[src/rtl/wgg_pkg.sv]
package wgg_pkg;

  localparam int ROBOTS      = 10;
  localparam int QUEUE_DEPTH = 16;
  localparam int RIDX_W      = (ROBOTS > 1) ? $clog2(ROBOTS) : 1;
  localparam int QPTR_W      = (QUEUE_DEPTH > 1) ? $clog2(QUEUE_DEPTH) : 1;
  localparam int QCNT_W      = $clog2(QUEUE_DEPTH + 1);

  // configuration register indexes
  localparam logic [1:0] CFG_LIN_GAIN = 2'd0;
  localparam logic [1:0] CFG_ANG_GAIN = 2'd1;
  localparam logic [1:0] CFG_THRESH   = 2'd2;

  localparam logic [15:0] LIN_GAIN_RST = 16'd6144;
  localparam logic [15:0] ANG_GAIN_RST = 16'd18432;
  localparam logic [15:0] THRESH_RST   = 16'd41;

  // angles in signed q.16 radians
  localparam logic signed [21:0] ANG_PI      = 22'sd205887;
  localparam logic signed [21:0] ANG_HALF_PI = 22'sd102944;
  localparam logic signed [21:0] ANG_TWO_PI  = 22'sd411775;

  localparam logic [4:0] SQRT_STEPS_M1 = 5'd16;

  typedef enum logic [4:0] {
    S_IDLE, S_GOAL, S_DIFF, S_SQX, S_SQY, S_SUM, S_CHK, S_SQRT, S_LIN, S_LINC,
    S_CORDIC, S_ERR, S_WRAP, S_FOLD, S_ANG, S_ANGC, S_OUT
  } wgg_state_t;

  typedef struct packed {
    logic        push;
    logic        pop;
    logic [31:0] wdata;
  } wgg_qctl_t;

  typedef struct packed {
    logic [QCNT_W-1:0] count;
    logic [31:0]       head;
  } wgg_qstat_t;

  function automatic logic [16:0] atan_step(input logic [3:0] i);
    logic [16:0] v;
    unique case (i)
      4'd0:    v = 17'd51472;
      4'd1:    v = 17'd30386;
      4'd2:    v = 17'd16055;
      4'd3:    v = 17'd8150;
      4'd4:    v = 17'd4091;
      4'd5:    v = 17'd2047;
      4'd6:    v = 17'd1024;
      4'd7:    v = 17'd512;
      4'd8:    v = 17'd256;
      4'd9:    v = 17'd128;
      4'd10:   v = 17'd64;
      4'd11:   v = 17'd32;
      4'd12:   v = 17'd16;
      4'd13:   v = 17'd8;
      4'd14:   v = 17'd4;
      default: v = 17'd2;
    endcase
    return v;
  endfunction

endpackage

[src/rtl/wgg_mul.sv]
module wgg_mul (
  input  logic               clk,
  input  logic signed [17:0] a,
  input  logic signed [22:0] b,
  output logic signed [40:0] p_r
);

  always_ff @(posedge clk) begin
    p_r <= 41'(a) * 41'(b);
  end

endmodule

[src/rtl/wgg_queue.sv]
module wgg_queue (
  input  logic                clk,
  input  logic                rst_n,
  input  wgg_pkg::wgg_qctl_t  ctl,
  output wgg_pkg::wgg_qstat_t stat
);

  logic [31:0]                  mem [wgg_pkg::QUEUE_DEPTH];
  logic [wgg_pkg::QPTR_W-1:0]   rd_ptr_r, wr_ptr_r;
  logic [wgg_pkg::QCNT_W-1:0]   count_r;
  logic [31:0]                  head_r;

  localparam logic [wgg_pkg::QPTR_W-1:0] PTR_LAST =
    wgg_pkg::QPTR_W'(wgg_pkg::QUEUE_DEPTH - 1);

  always_ff @(posedge clk) begin
    if (ctl.push) begin
      mem[wr_ptr_r] <= ctl.wdata;
    end
    head_r <= mem[rd_ptr_r];
  end

  always_ff @(posedge clk) begin
    if (!rst_n) begin
      rd_ptr_r <= '0;
      wr_ptr_r <= '0;
      count_r  <= '0;
    end else begin
      if (ctl.push) begin
        wr_ptr_r <= (wr_ptr_r == PTR_LAST) ? '0 : wr_ptr_r + 1'b1;
      end
      if (ctl.pop) begin
        rd_ptr_r <= (rd_ptr_r == PTR_LAST) ? '0 : rd_ptr_r + 1'b1;
      end
      if (ctl.push && !ctl.pop) begin
        count_r <= count_r + 1'b1;
      end else if (ctl.pop && !ctl.push) begin
        count_r <= count_r - 1'b1;
      end
    end
  end

  assign stat.count = count_r;
  assign stat.head  = head_r;

endmodule

[src/rtl/waypoint_go_to_goal_steering.sv]
// go-to-goal steering for a set of robots sharing one waypoint queue
//
// in channel: in_tuser is the item kind (0 pose sample, 1 waypoint push),
// in_tdata carries robot, pos_x, pos_y and heading. every accepted item
// gives exactly one out item: linear_speed, angular_rate and the arrived,
// took_waypoint and dropped flags.
// waypoint pushes and out-of-range robots go from idle straight to the output.
// a pose item runs a small sequencer around one shared 18x23 multiplier, a
// bit-per-cycle square root (17 steps), a 16 step cordic vectoring and a
// wrap step when the heading error needs one; a robot on its goal, or in
// reach with no waypoint to take, skips root and cordic, and a taken one
// repeats the distance steps; in_tready low meanwhile, high with out_tvalid.
// in_tready is high whenever the sequencer is idle, even while a result
// waits in the output register; a new result waits at the end of its run
// until the held one is taken, so a stalled receiver holds the whole block.
// the cfg port writes gains and threshold; write only when idle.
// reset (synchronous, active low) empties the queue, forgets every goal and
// restores the default gains and threshold.
module waypoint_go_to_goal_steering (
  input  logic        clk,
  input  logic        rst_n,
  input  logic        in_tvalid,
  output logic        in_tready,
  input  logic [55:0] in_tdata,   // robot, pos_x, pos_y, heading, zero pad
  input  logic        in_tuser,   // kind
  output logic        out_tvalid,
  input  logic        out_tready,
  output logic [39:0] out_tdata,  // linear_speed, angular_rate, arrived,
                                  // took_waypoint, dropped, zero pad
  input  logic        cfg_we,
  input  logic [1:0]  cfg_index,
  input  logic [15:0] cfg_wdata
);

  localparam int RW = wgg_pkg::RIDX_W;

  wgg_pkg::wgg_state_t state_r, state_nxt;

  logic [15:0] lin_gain_r, ang_gain_r, thresh_r;

  logic [RW-1:0]       robot_r, robot_nxt;
  logic [15:0]         px_r, px_nxt, py_r, py_nxt;
  logic signed [14:0]  hd_r, hd_nxt;
  logic signed [16:0]  dx_r, dx_nxt, dy_r, dy_nxt;
  logic [31:0]         thr2_r, thr2_nxt;
  logic [32:0]         sx_r, sx_nxt, s_r, s_nxt;
  logic [33:0]         v_r, v_nxt, rt_r, rt_nxt, b_r, b_nxt;
  logic [4:0]          cnt_r, cnt_nxt;
  logic signed [31:0]  x_r, x_nxt, y_r, y_nxt;
  logic signed [19:0]  z_r, z_nxt;
  logic signed [21:0]  err_r, err_nxt;
  logic [15:0]         res_lin_r, res_lin_nxt;
  logic signed [15:0]  res_ang_r, res_ang_nxt;
  logic                res_arr_r, res_arr_nxt, res_took_r, res_took_nxt;
  logic                res_drop_r, res_drop_nxt;
  logic                out_valid_r, out_valid_nxt;
  logic [39:0]         out_data_r, out_data_nxt;

  logic [15:0] goal_x [wgg_pkg::ROBOTS];
  logic [15:0] goal_y [wgg_pkg::ROBOTS];
  logic [wgg_pkg::ROBOTS-1:0] goal_set_r;
  logic        goal_we, goal_init;
  logic [15:0] goal_wx, goal_wy;

  logic signed [17:0] mul_a;
  logic signed [22:0] mul_b;
  logic signed [40:0] mul_p;

  wgg_pkg::wgg_qctl_t  qctl;
  wgg_pkg::wgg_qstat_t qstat;

  logic               accept;
  logic               q_full;
  logic [34:0]        rb_sum;
  logic signed [31:0] xs, ys;
  logic signed [19:0] atan_v;
  logic signed [24:0] ang_q;
  logic signed [16:0] cdx, cdy;

  wgg_mul u_mul (.clk(clk), .a(mul_a), .b(mul_b), .p_r(mul_p));
  wgg_queue u_queue (.clk(clk), .rst_n(rst_n), .ctl(qctl), .stat(qstat));

  assign in_tready  = (state_r == wgg_pkg::S_IDLE);
  assign accept     = in_tvalid && in_tready;
  assign out_tvalid = out_valid_r;
  assign out_tdata  = out_data_r;
  assign q_full     = (qstat.count >= wgg_pkg::QCNT_W'(wgg_pkg::QUEUE_DEPTH));

  // configuration
  always_ff @(posedge clk) begin
    if (!rst_n) begin
      lin_gain_r <= wgg_pkg::LIN_GAIN_RST;
      ang_gain_r <= wgg_pkg::ANG_GAIN_RST;
      thresh_r   <= wgg_pkg::THRESH_RST;
    end else if (cfg_we) begin
      unique case (cfg_index)
        wgg_pkg::CFG_LIN_GAIN: lin_gain_r <= cfg_wdata;
        wgg_pkg::CFG_ANG_GAIN: ang_gain_r <= cfg_wdata;
        wgg_pkg::CFG_THRESH:   thresh_r   <= cfg_wdata;
        default: ;
      endcase
    end
  end

  // goal store, no reset on the coordinates
  always_ff @(posedge clk) begin
    if (goal_we) begin
      goal_x[robot_r] <= goal_wx;
      goal_y[robot_r] <= goal_wy;
    end
  end

  always_ff @(posedge clk) begin
    if (!rst_n) begin
      goal_set_r <= '0;
    end else if (goal_init) begin
      goal_set_r[robot_r] <= 1'b1;
    end
  end

  always_ff @(posedge clk) begin
    if (!rst_n) begin
      state_r     <= wgg_pkg::S_IDLE;
      out_valid_r <= 1'b0;
    end else begin
      state_r     <= state_nxt;
      out_valid_r <= out_valid_nxt;
    end
  end

  always_ff @(posedge clk) begin
    robot_r    <= robot_nxt;
    px_r       <= px_nxt;
    py_r       <= py_nxt;
    hd_r       <= hd_nxt;
    dx_r       <= dx_nxt;
    dy_r       <= dy_nxt;
    thr2_r     <= thr2_nxt;
    sx_r       <= sx_nxt;
    s_r        <= s_nxt;
    v_r        <= v_nxt;
    rt_r       <= rt_nxt;
    b_r        <= b_nxt;
    cnt_r      <= cnt_nxt;
    x_r        <= x_nxt;
    y_r        <= y_nxt;
    z_r        <= z_nxt;
    err_r      <= err_nxt;
    res_lin_r  <= res_lin_nxt;
    res_ang_r  <= res_ang_nxt;
    res_arr_r  <= res_arr_nxt;
    res_took_r <= res_took_nxt;
    res_drop_r <= res_drop_nxt;
    out_data_r <= out_data_nxt;
  end

  always_comb begin
    state_nxt     = state_r;
    robot_nxt     = robot_r;
    px_nxt        = px_r;
    py_nxt        = py_r;
    hd_nxt        = hd_r;
    dx_nxt        = dx_r;
    dy_nxt        = dy_r;
    thr2_nxt      = thr2_r;
    sx_nxt        = sx_r;
    s_nxt         = s_r;
    v_nxt         = v_r;
    rt_nxt        = rt_r;
    b_nxt         = b_r;
    cnt_nxt       = cnt_r;
    x_nxt         = x_r;
    y_nxt         = y_r;
    z_nxt         = z_r;
    err_nxt       = err_r;
    res_lin_nxt   = res_lin_r;
    res_ang_nxt   = res_ang_r;
    res_arr_nxt   = res_arr_r;
    res_took_nxt  = res_took_r;
    res_drop_nxt  = res_drop_r;
    out_data_nxt  = out_data_r;
    out_valid_nxt = out_valid_r && !out_tready;
    goal_we       = 1'b0;
    goal_init     = 1'b0;
    goal_wx       = px_r;
    goal_wy       = py_r;
    qctl.push     = 1'b0;
    qctl.pop      = 1'b0;
    qctl.wdata    = {in_tdata[19:4], in_tdata[35:20]};
    mul_a         = '0;
    mul_b         = '0;
    rb_sum        = 35'(rt_r) + 35'(b_r);
    xs            = x_r >>> cnt_r[3:0];
    ys            = y_r >>> cnt_r[3:0];
    atan_v        = 20'(wgg_pkg::atan_step(cnt_r[3:0]));
    ang_q         = mul_p[40:16];
    cdx           = dx_r;
    cdy           = dy_r;

    unique case (state_r)
      wgg_pkg::S_IDLE: begin
        if (accept) begin
          robot_nxt    = RW'(in_tdata[3:0]);
          px_nxt       = in_tdata[19:4];
          py_nxt       = in_tdata[35:20];
          hd_nxt       = $signed(in_tdata[50:36]);
          res_lin_nxt  = '0;
          res_ang_nxt  = '0;
          res_arr_nxt  = 1'b0;
          res_took_nxt = 1'b0;
          res_drop_nxt = 1'b0;
          if (in_tuser) begin
            res_drop_nxt = q_full;
            qctl.push    = !q_full;
            state_nxt    = wgg_pkg::S_OUT;
          end else if (int'(in_tdata[3:0]) >= wgg_pkg::ROBOTS) begin
            state_nxt = wgg_pkg::S_OUT;
          end else begin
            state_nxt = wgg_pkg::S_GOAL;
          end
        end
      end
      wgg_pkg::S_GOAL: begin
        // first sight: the goal is the pose itself
        if (!goal_set_r[robot_r]) begin
          goal_we   = 1'b1;
          goal_init = 1'b1;
        end
        mul_a     = 18'($unsigned(thresh_r));
        mul_b     = 23'($unsigned(thresh_r));
        state_nxt = wgg_pkg::S_DIFF;
      end
      wgg_pkg::S_DIFF: begin
        if (!res_took_r) begin
          thr2_nxt = mul_p[31:0];
        end
        dx_nxt    = $signed({1'b0, goal_x[robot_r]}) - $signed({1'b0, px_r});
        dy_nxt    = $signed({1'b0, goal_y[robot_r]}) - $signed({1'b0, py_r});
        state_nxt = wgg_pkg::S_SQX;
      end
      wgg_pkg::S_SQX: begin
        mul_a     = 18'(dx_r);
        mul_b     = 23'(dx_r);
        state_nxt = wgg_pkg::S_SQY;
      end
      wgg_pkg::S_SQY: begin
        sx_nxt    = mul_p[32:0];
        mul_a     = 18'(dy_r);
        mul_b     = 23'(dy_r);
        state_nxt = wgg_pkg::S_SUM;
      end
      wgg_pkg::S_SUM: begin
        s_nxt     = sx_r + mul_p[32:0];
        state_nxt = wgg_pkg::S_CHK;
      end
      wgg_pkg::S_CHK: begin
        if ((s_r < 33'(thr2_r)) && !res_took_r && (qstat.count != '0)) begin
          // within reach, none taken yet for this item and a waypoint is queued: it becomes the new goal
          qctl.pop     = 1'b1;
          goal_we      = 1'b1;
          goal_wx      = qstat.head[31:16];
          goal_wy      = qstat.head[15:0];
          res_took_nxt = 1'b1;
          state_nxt    = wgg_pkg::S_DIFF;
        end else if (s_r < 33'(thr2_r)) begin
          res_arr_nxt = 1'b1;
          state_nxt   = wgg_pkg::S_OUT;
        end else if (s_r == '0) begin
          state_nxt = wgg_pkg::S_OUT;
        end else begin
          v_nxt     = 34'(s_r);
          rt_nxt    = '0;
          b_nxt     = 34'd1 << 32;
          cnt_nxt   = wgg_pkg::SQRT_STEPS_M1;
          state_nxt = wgg_pkg::S_SQRT;
        end
      end
      wgg_pkg::S_SQRT: begin
        // one result bit per cycle
        if (35'(v_r) >= rb_sum) begin
          v_nxt  = v_r - rb_sum[33:0];
          rt_nxt = (rt_r >> 1) + b_r;
        end else begin
          rt_nxt = rt_r >> 1;
        end
        b_nxt   = b_r >> 2;
        cnt_nxt = cnt_r - 1'b1;
        if (cnt_r == '0) begin
          state_nxt = wgg_pkg::S_LIN;
        end
      end
      wgg_pkg::S_LIN: begin
        mul_a     = 18'($unsigned(lin_gain_r));
        mul_b     = 23'($unsigned(rt_r[16:0]));
        state_nxt = wgg_pkg::S_LINC;
      end
      wgg_pkg::S_LINC: begin
        res_lin_nxt = (|mul_p[40:30]) ? 16'hffff : mul_p[29:14];
        // left half-plane pre-rotation by a quarter turn
        if (cdx < 0) begin
          if (cdy >= 0) begin
            x_nxt = 32'(cdy) <<< 12;
            y_nxt = -(32'(cdx) <<< 12);
            z_nxt = 20'(wgg_pkg::ANG_HALF_PI);
          end else begin
            x_nxt = -(32'(cdy) <<< 12);
            y_nxt = 32'(cdx) <<< 12;
            z_nxt = -20'(wgg_pkg::ANG_HALF_PI);
          end
        end else begin
          x_nxt = 32'(cdx) <<< 12;
          y_nxt = 32'(cdy) <<< 12;
          z_nxt = '0;
        end
        cnt_nxt   = '0;
        state_nxt = wgg_pkg::S_CORDIC;
      end
      wgg_pkg::S_CORDIC: begin
        if (y_r > 0) begin
          x_nxt = x_r + ys;
          y_nxt = y_r - xs;
          z_nxt = z_r + atan_v;
        end else begin
          x_nxt = x_r - ys;
          y_nxt = y_r + xs;
          z_nxt = z_r - atan_v;
        end
        cnt_nxt = cnt_r + 1'b1;
        if (cnt_r[3:0] == 4'd15) begin
          state_nxt = wgg_pkg::S_ERR;
        end
      end
      wgg_pkg::S_ERR: begin
        err_nxt   = 22'(z_r) - (22'(hd_r) <<< 4);
        state_nxt = wgg_pkg::S_WRAP;
      end
      wgg_pkg::S_WRAP: begin
        if (err_r > wgg_pkg::ANG_PI) begin
          err_nxt = err_r - wgg_pkg::ANG_TWO_PI;
        end else if (err_r <= -wgg_pkg::ANG_PI) begin
          err_nxt = err_r + wgg_pkg::ANG_TWO_PI;
        end else begin
          state_nxt = wgg_pkg::S_FOLD;
        end
      end
      wgg_pkg::S_FOLD: begin
        if (err_r > wgg_pkg::ANG_HALF_PI) begin
          err_nxt = wgg_pkg::ANG_PI - err_r;
        end else if (err_r < -wgg_pkg::ANG_HALF_PI) begin
          err_nxt = -wgg_pkg::ANG_PI - err_r;
        end
        state_nxt = wgg_pkg::S_ANG;
      end
      wgg_pkg::S_ANG: begin
        mul_a     = 18'($unsigned(ang_gain_r));
        mul_b     = 23'(err_r);
        state_nxt = wgg_pkg::S_ANGC;
      end
      wgg_pkg::S_ANGC: begin
        if (ang_q > 25'sd32767) begin
          res_ang_nxt = 16'sh7fff;
        end else if (ang_q < -25'sd32768) begin
          res_ang_nxt = -16'sh8000;
        end else begin
          res_ang_nxt = ang_q[15:0];
        end
        state_nxt = wgg_pkg::S_OUT;
      end
      wgg_pkg::S_OUT: begin
        if (!out_valid_r || out_tready) begin
          out_data_nxt  = {5'd0, res_drop_r, res_took_r, res_arr_r,
                           res_ang_r, res_lin_r};
          out_valid_nxt = 1'b1;
          state_nxt     = wgg_pkg::S_IDLE;
        end
      end
      default: state_nxt = wgg_pkg::S_IDLE;
    endcase
  end

  a_queue_bound: assert property (@(posedge clk) disable iff (!rst_n)
    qstat.count <= wgg_pkg::QCNT_W'(wgg_pkg::QUEUE_DEPTH))
    else $error("waypoint queue count beyond depth");

  a_busy_after_accept: assert property (@(posedge clk) disable iff (!rst_n)
    accept |=> !in_tready)
    else $error("item accepted while the sequencer stays idle");

  a_arrived_no_drive: assert property (@(posedge clk) disable iff (!rst_n)
    (out_tvalid && out_tdata[32]) |-> (out_tdata[31:0] == 32'd0))
    else $error("arrived with nonzero drive");

  a_drop_only_alone: assert property (@(posedge clk) disable iff (!rst_n)
    (out_tvalid && out_tdata[34]) |-> (out_tdata[33:0] == 34'd0))
    else $error("dropped flag with pose result fields");

endmodule
[config.mk]
export PLATFORM = sky130hd
export DESIGN_NAME = waypoint_go_to_goal_steering
export DESIGN_NICKNAME = d
export VERILOG_FILES = /design/src/rtl/wgg_pkg.sv /design/src/rtl/wgg_mul.sv /design/src/rtl/wgg_queue.sv /design/src/rtl/waypoint_go_to_goal_steering.sv
export SDC_FILE = /design/constraint.sdc
export NUM_CORES = 2
export LEC_CHECK = 0
export BUFFER_PORTS_ARGS = -buffer_cell sky130_fd_sc_hd__buf_2
export CORE_AREA = 10 10 583 356
export CTS_CLUSTER_DIAMETER = 60
export CTS_CLUSTER_SIZE = 28
export DETAILED_ROUTE_END_ITERATION = 10
export DIE_AREA = 0 0 593 366
export HOLD_SLACK_MARGIN = 0.08
export SETUP_SLACK_MARGIN = 0.1
export SLEW_MARGIN = 25
export SYNTH_ARGS = -nofsm -noshare
export SYNTH_HDL_FRONTEND = slang
export SYNTH_SLANG_ARGS = --single-unit
[constraint.sdc]
create_clock -name clk -period 11.7 [get_ports clk]
set_input_delay 0.585 -clock clk [delete_from_list [all_inputs] [get_ports clk]]
set_output_delay 0.585 -clock clk [all_outputs]
set_load 0.01 [all_outputs]
==> flow_metrics.env <==
export IMPL_report_final_slew_viol_count=0
export IMPL_cts_tree="built"
export IMPL_muxShareOfSynthArea_pct=8.77
export IMPL_clk_pin_slew_ns=0.09
export IMPL_ys_ff_latch=1451
export IMPL_globalplace_congestion=0.963
export IMPL_synth_largest_area_cell="edfxtp_1"
export IMPL_wire_per_inst_um=24.9
export IMPL_placementRows=126
export IMPL_worstSkewPairLatency_ns=0.77
export IMPL_synth_top_cell_area_share_pct=43.6
export IMPL_dr_pass1_iters=6
export IMPL_ys_types=97
export IMPL_p_int_w=0.00786
export IMPL_drive_above_1_share_pct=10.6
export IMPL_final_common_cell="edfxtp_1"
export IMPL_r2r_slack_ns=1.65
export IMPL_die_w_um=593
export IMPL_sw_frac_of_total_pct=26.4
export IMPL_drc_errors=0
export IMPL_synth_area_mm2=0.0882
export IMPL_synth_simple_gate_area_share_pct=9.64
export IMPL_status="finished, final reports clean"
export IMPL_grt_max_degree=115
export IMPL_fp_dieH_um=366
export IMPL_top_level_ports=122
export IMPL_htree_levels=3
export IMPL_grt_overflow=0
export IMPL_ys_flop_type="edfxtp_1"
export IMPL_core_area_mm2=0.196
export IMPL_grtUsageMet2_pct=30.0
export IMPL_switching_power_w=0.00281
export IMPL_synth_compound_area_share_pct=10.9
export IMPL_grt_antenna_before_repair=12
export IMPL_totalWireLength_um=255000
export IMPL_hold_class="primary input to register"
export IMPL_synth_area_leaders="edfxtp_1, fa_1, ha_1"
export IMPL_p_clk_share_pct=36.6
export IMPL_reg2reg_depth=25
export IMPL_cts_buffer_depth=3
export IMPL_maxCapViolCount=0
export IMPL_drt_iter0_markers=6757
export IMPL_place_area_mm2=0.0920
export IMPL_critPathMaxFanout=37
export IMPL_grt_use_met3_pct=5.87
export IMPL_grt_setup_unrepaired="false"
export IMPL_grt_most_used_layer="met1"
export IMPL_die_area_mm2=0.217
export IMPL_holdBufCountCts=19
export IMPL_min_path_cells=3
export IMPL_yosys_warnings=0
export IMPL_synth_cells=7475
export IMPL_seq_area_mm2=0.0419
export IMPL_period_share_pct=85.9
export IMPL_vias_per_cell=5.91
export IMPL_yosysSeqAreaShare_pct=47.5
export IMPL_numCtsBuffers=98
export IMPL_tightest_slew_ns=1.02
export IMPL_grt_pass1_vias=58200
export IMPL_r2r_start="state_r[3]"
export IMPL_ctsRootBufferMaster="clkbuf_16"
export IMPL_num_fill_cells=17400
export IMPL_setup_tns_ns=0
export IMPL_synth_top_family_by_area="adder cells"
export IMPL_post_cts_buffers=0
export IMPL_place_hpwl_um=183000
export IMPL_crit_start="state_r[3]"
export IMPL_finish_instance_area_mm2=0.0958
export IMPL_hold_violations=0
export IMPL_cp_required_ns=12.30
export IMPL_endpoint_kind="register"
export IMPL_portBuffers=111
export IMPL_utilization_pct=48.8
export IMPL_crit_type="register to register"
export IMPL_fin_skew_ns=0.0589
export IMPL_ant_nets=0
export IMPL_p_leak_nw=36.2
export IMPL_grt_first_pass_wirelength_um=383000
export IMPL_clock_sinks=1451
export IMPL_syn_to_final_growth_pct=8.72
export IMPL_slew_headroom_pct=31.8
export IMPL_final_cell_mix="edfxtp_1, nand2_1, inv_1, nor2_1, ha_1"
export IMPL_synth_enable_flop_cells=1281
export IMPL_ir_worst_vdd_uv=112
export IMPL_grtUsageTotal_pct=22.9
export IMPL_synthXorXnorAreaFrac_pct=3.76
export IMPL_finalSetupViolCount=0
export IMPL_multi_input_area_mm2=0.0428
export IMPL_vias=60400
export IMPL_p_per_area_mw_per_mm2=111
export IMPL_start_util_pct=44.9
export IMPL_comb_power_share_pct=8.7
export IMPL_met1_usage_pct=37.8
export IMPL_synth_avg_cell_area_um2=11.8
export IMPL_final_nets=8417
export IMPL_finalCriticalPeriod_ns=10.05
export IMPL_synthAdderAreaFrac_pct=15.1
export IMPL_arrival_ns=10.65
export IMPL_seqPwrFrac_pct=54.7
export IMPL_timing_rr_end="u_mul.p_r[40]"
export IMPL_critPathCapture="u_mul.p_r[40]"
export IMPL_max_freq_mhz=99.5
export IMPL_start_kind="register"
export IMPL_ys_async_sr_fraction_pct=0
export IMPL_post_cts_resized=0
worst max-delay path, stage by stage, from the launching register on:
cell and delay, ns:
dfxtp_1 0.63, nand2_1 0.30, nor2_4 0.74, buf_4 0.48
a221o_1 0.71, nand2_1 0.17, fa_1 0.55, fa_1 0.47
fa_1 0.44, fa_1 0.64, inv_1 0.07, fa_1 0.48
inv_1 0.06, fa_1 0.53, inv_1 0.05, ha_1 0.37
a21o_1 0.21, a21o_1 0.19, a2111oi_0 0.57, nor4_1 0.18
o31ai_1 0.68, o211ai_1 0.49, and3_1 0.34, o21ai_0 0.25
o21ai_0 0.16, xnor2_1 0.14
state kept, by name, summed over array words and instances, names as in the netlist, 17 cells and up, named ones only:
name and flops:
u_queue.mem 512, goal_x 160, goal_y 160, u_mul.p_r 41
out_tdata 35, rt_r 34, v_r 34, s_r 33
sx_r 33, thr2_r 32, u_queue.head_r 32, x_r 32
y_r 32, err_r 22, z_r 20, b_r 17
cdx 17, cdy 17
synthesized netlist by cell type (all sizes together) (55+ instances only):
library cell	n
edfxtp	1281
nand2	740
inv	674
nor2	548
ha	413
fa	406
o21ai	330
a21oi	315
clkbuf	240
xnor2	224
mux4	211
mux2i	209
dfxtp	170
xor2	154
a21o	96
a211oi	94
nand3	91
nor3	89
buf	83
nor2b	83
mux2	73
a21boi	72
a221oi	66
a31oi	65
a22oi	58
and2	55
logic make-up (layout without fill, tap and decap cells):
| kind of cell | Yosys count | in the layout |
|---|---|---|
| muxes | 493 | 493 |
| AOI/OAI and AO/OA | 1454 | 1454 |
| and+or+nand+nor | 1880 | 1880 |
| adders and majority gates | 819 | 819 |
| other | 2 | 10 |
| xor gates and xnor gates | 378 | 378 |
| buffers and inverters | 998 | 1121 |
| DFF | 1451 | 1451 |
layout make-up:
type	count	area share (%)
tap	2624	3.43
antenna	3	0.00783
multi-input combinational	5031	44.6
clock inverter	74	1.11
inverter	675	2.64
clock buffer	111	2.65
sequential	1451	43.7
timing repair buffer	261	1.84
routing by layer:
metal  vias to the layer above  part of all wire, %
met2                      2584                   39
met4                         4                  1.7
li1                      27100                    -
met5                         -                0.011
met1                     30500                   49
met3                       238                   11
power by group through the flow:
stage | combinational (W) | sequential (W) | clock (W)
floorplan | 0.000580 | 0.00590 | 0
global placement | 0.000892 | 0.00595 | 0
detailed placement | 0.000911 | 0.00596 | 0
CTS | 0.000923 | 0.00584 | 0.00399
global route | 0.00101 | 0.00585 | 0.00418
finish | 0.000930 | 0.00584 | 0.00390
worst min-delay path by stage:
stage                       from             to  slack, ns
CTS                 cfg_wdata[3]    thresh_r[3]       0.09
global route        cfg_wdata[4]  lin_gain_r[4]       0.11
floorplan           res_lin_r[0]   out_tdata[0]       0.40
finish              cfg_wdata[7]    thresh_r[7]       0.15
global placement       res_arr_r  out_tdata[32]       0.40
detailed placement  res_lin_r[1]   out_tdata[1]       0.41
per-stage QoR:
step / total power [W] / hold WS (ns) / setup WS (ns) / instances
2_1_floorplan: 0.00648 / 0.400 / 2.71 / 7480
3_3_place_gp: 0.00685 / 0.401 / 1.92 / 10000
3_5_place_dp: 0.00687 / 0.407 / 1.92 / 10000
4_1_cts: 0.0107 / 0.0923 / 1.85 / 10200
5_1_grt: 0.0110 / 0.109 / 1.25 / 10200
6_report: 0.0107 / 0.148 / 1.65 / 10200
Note: power is estimated with default switching activity, not from simulation.
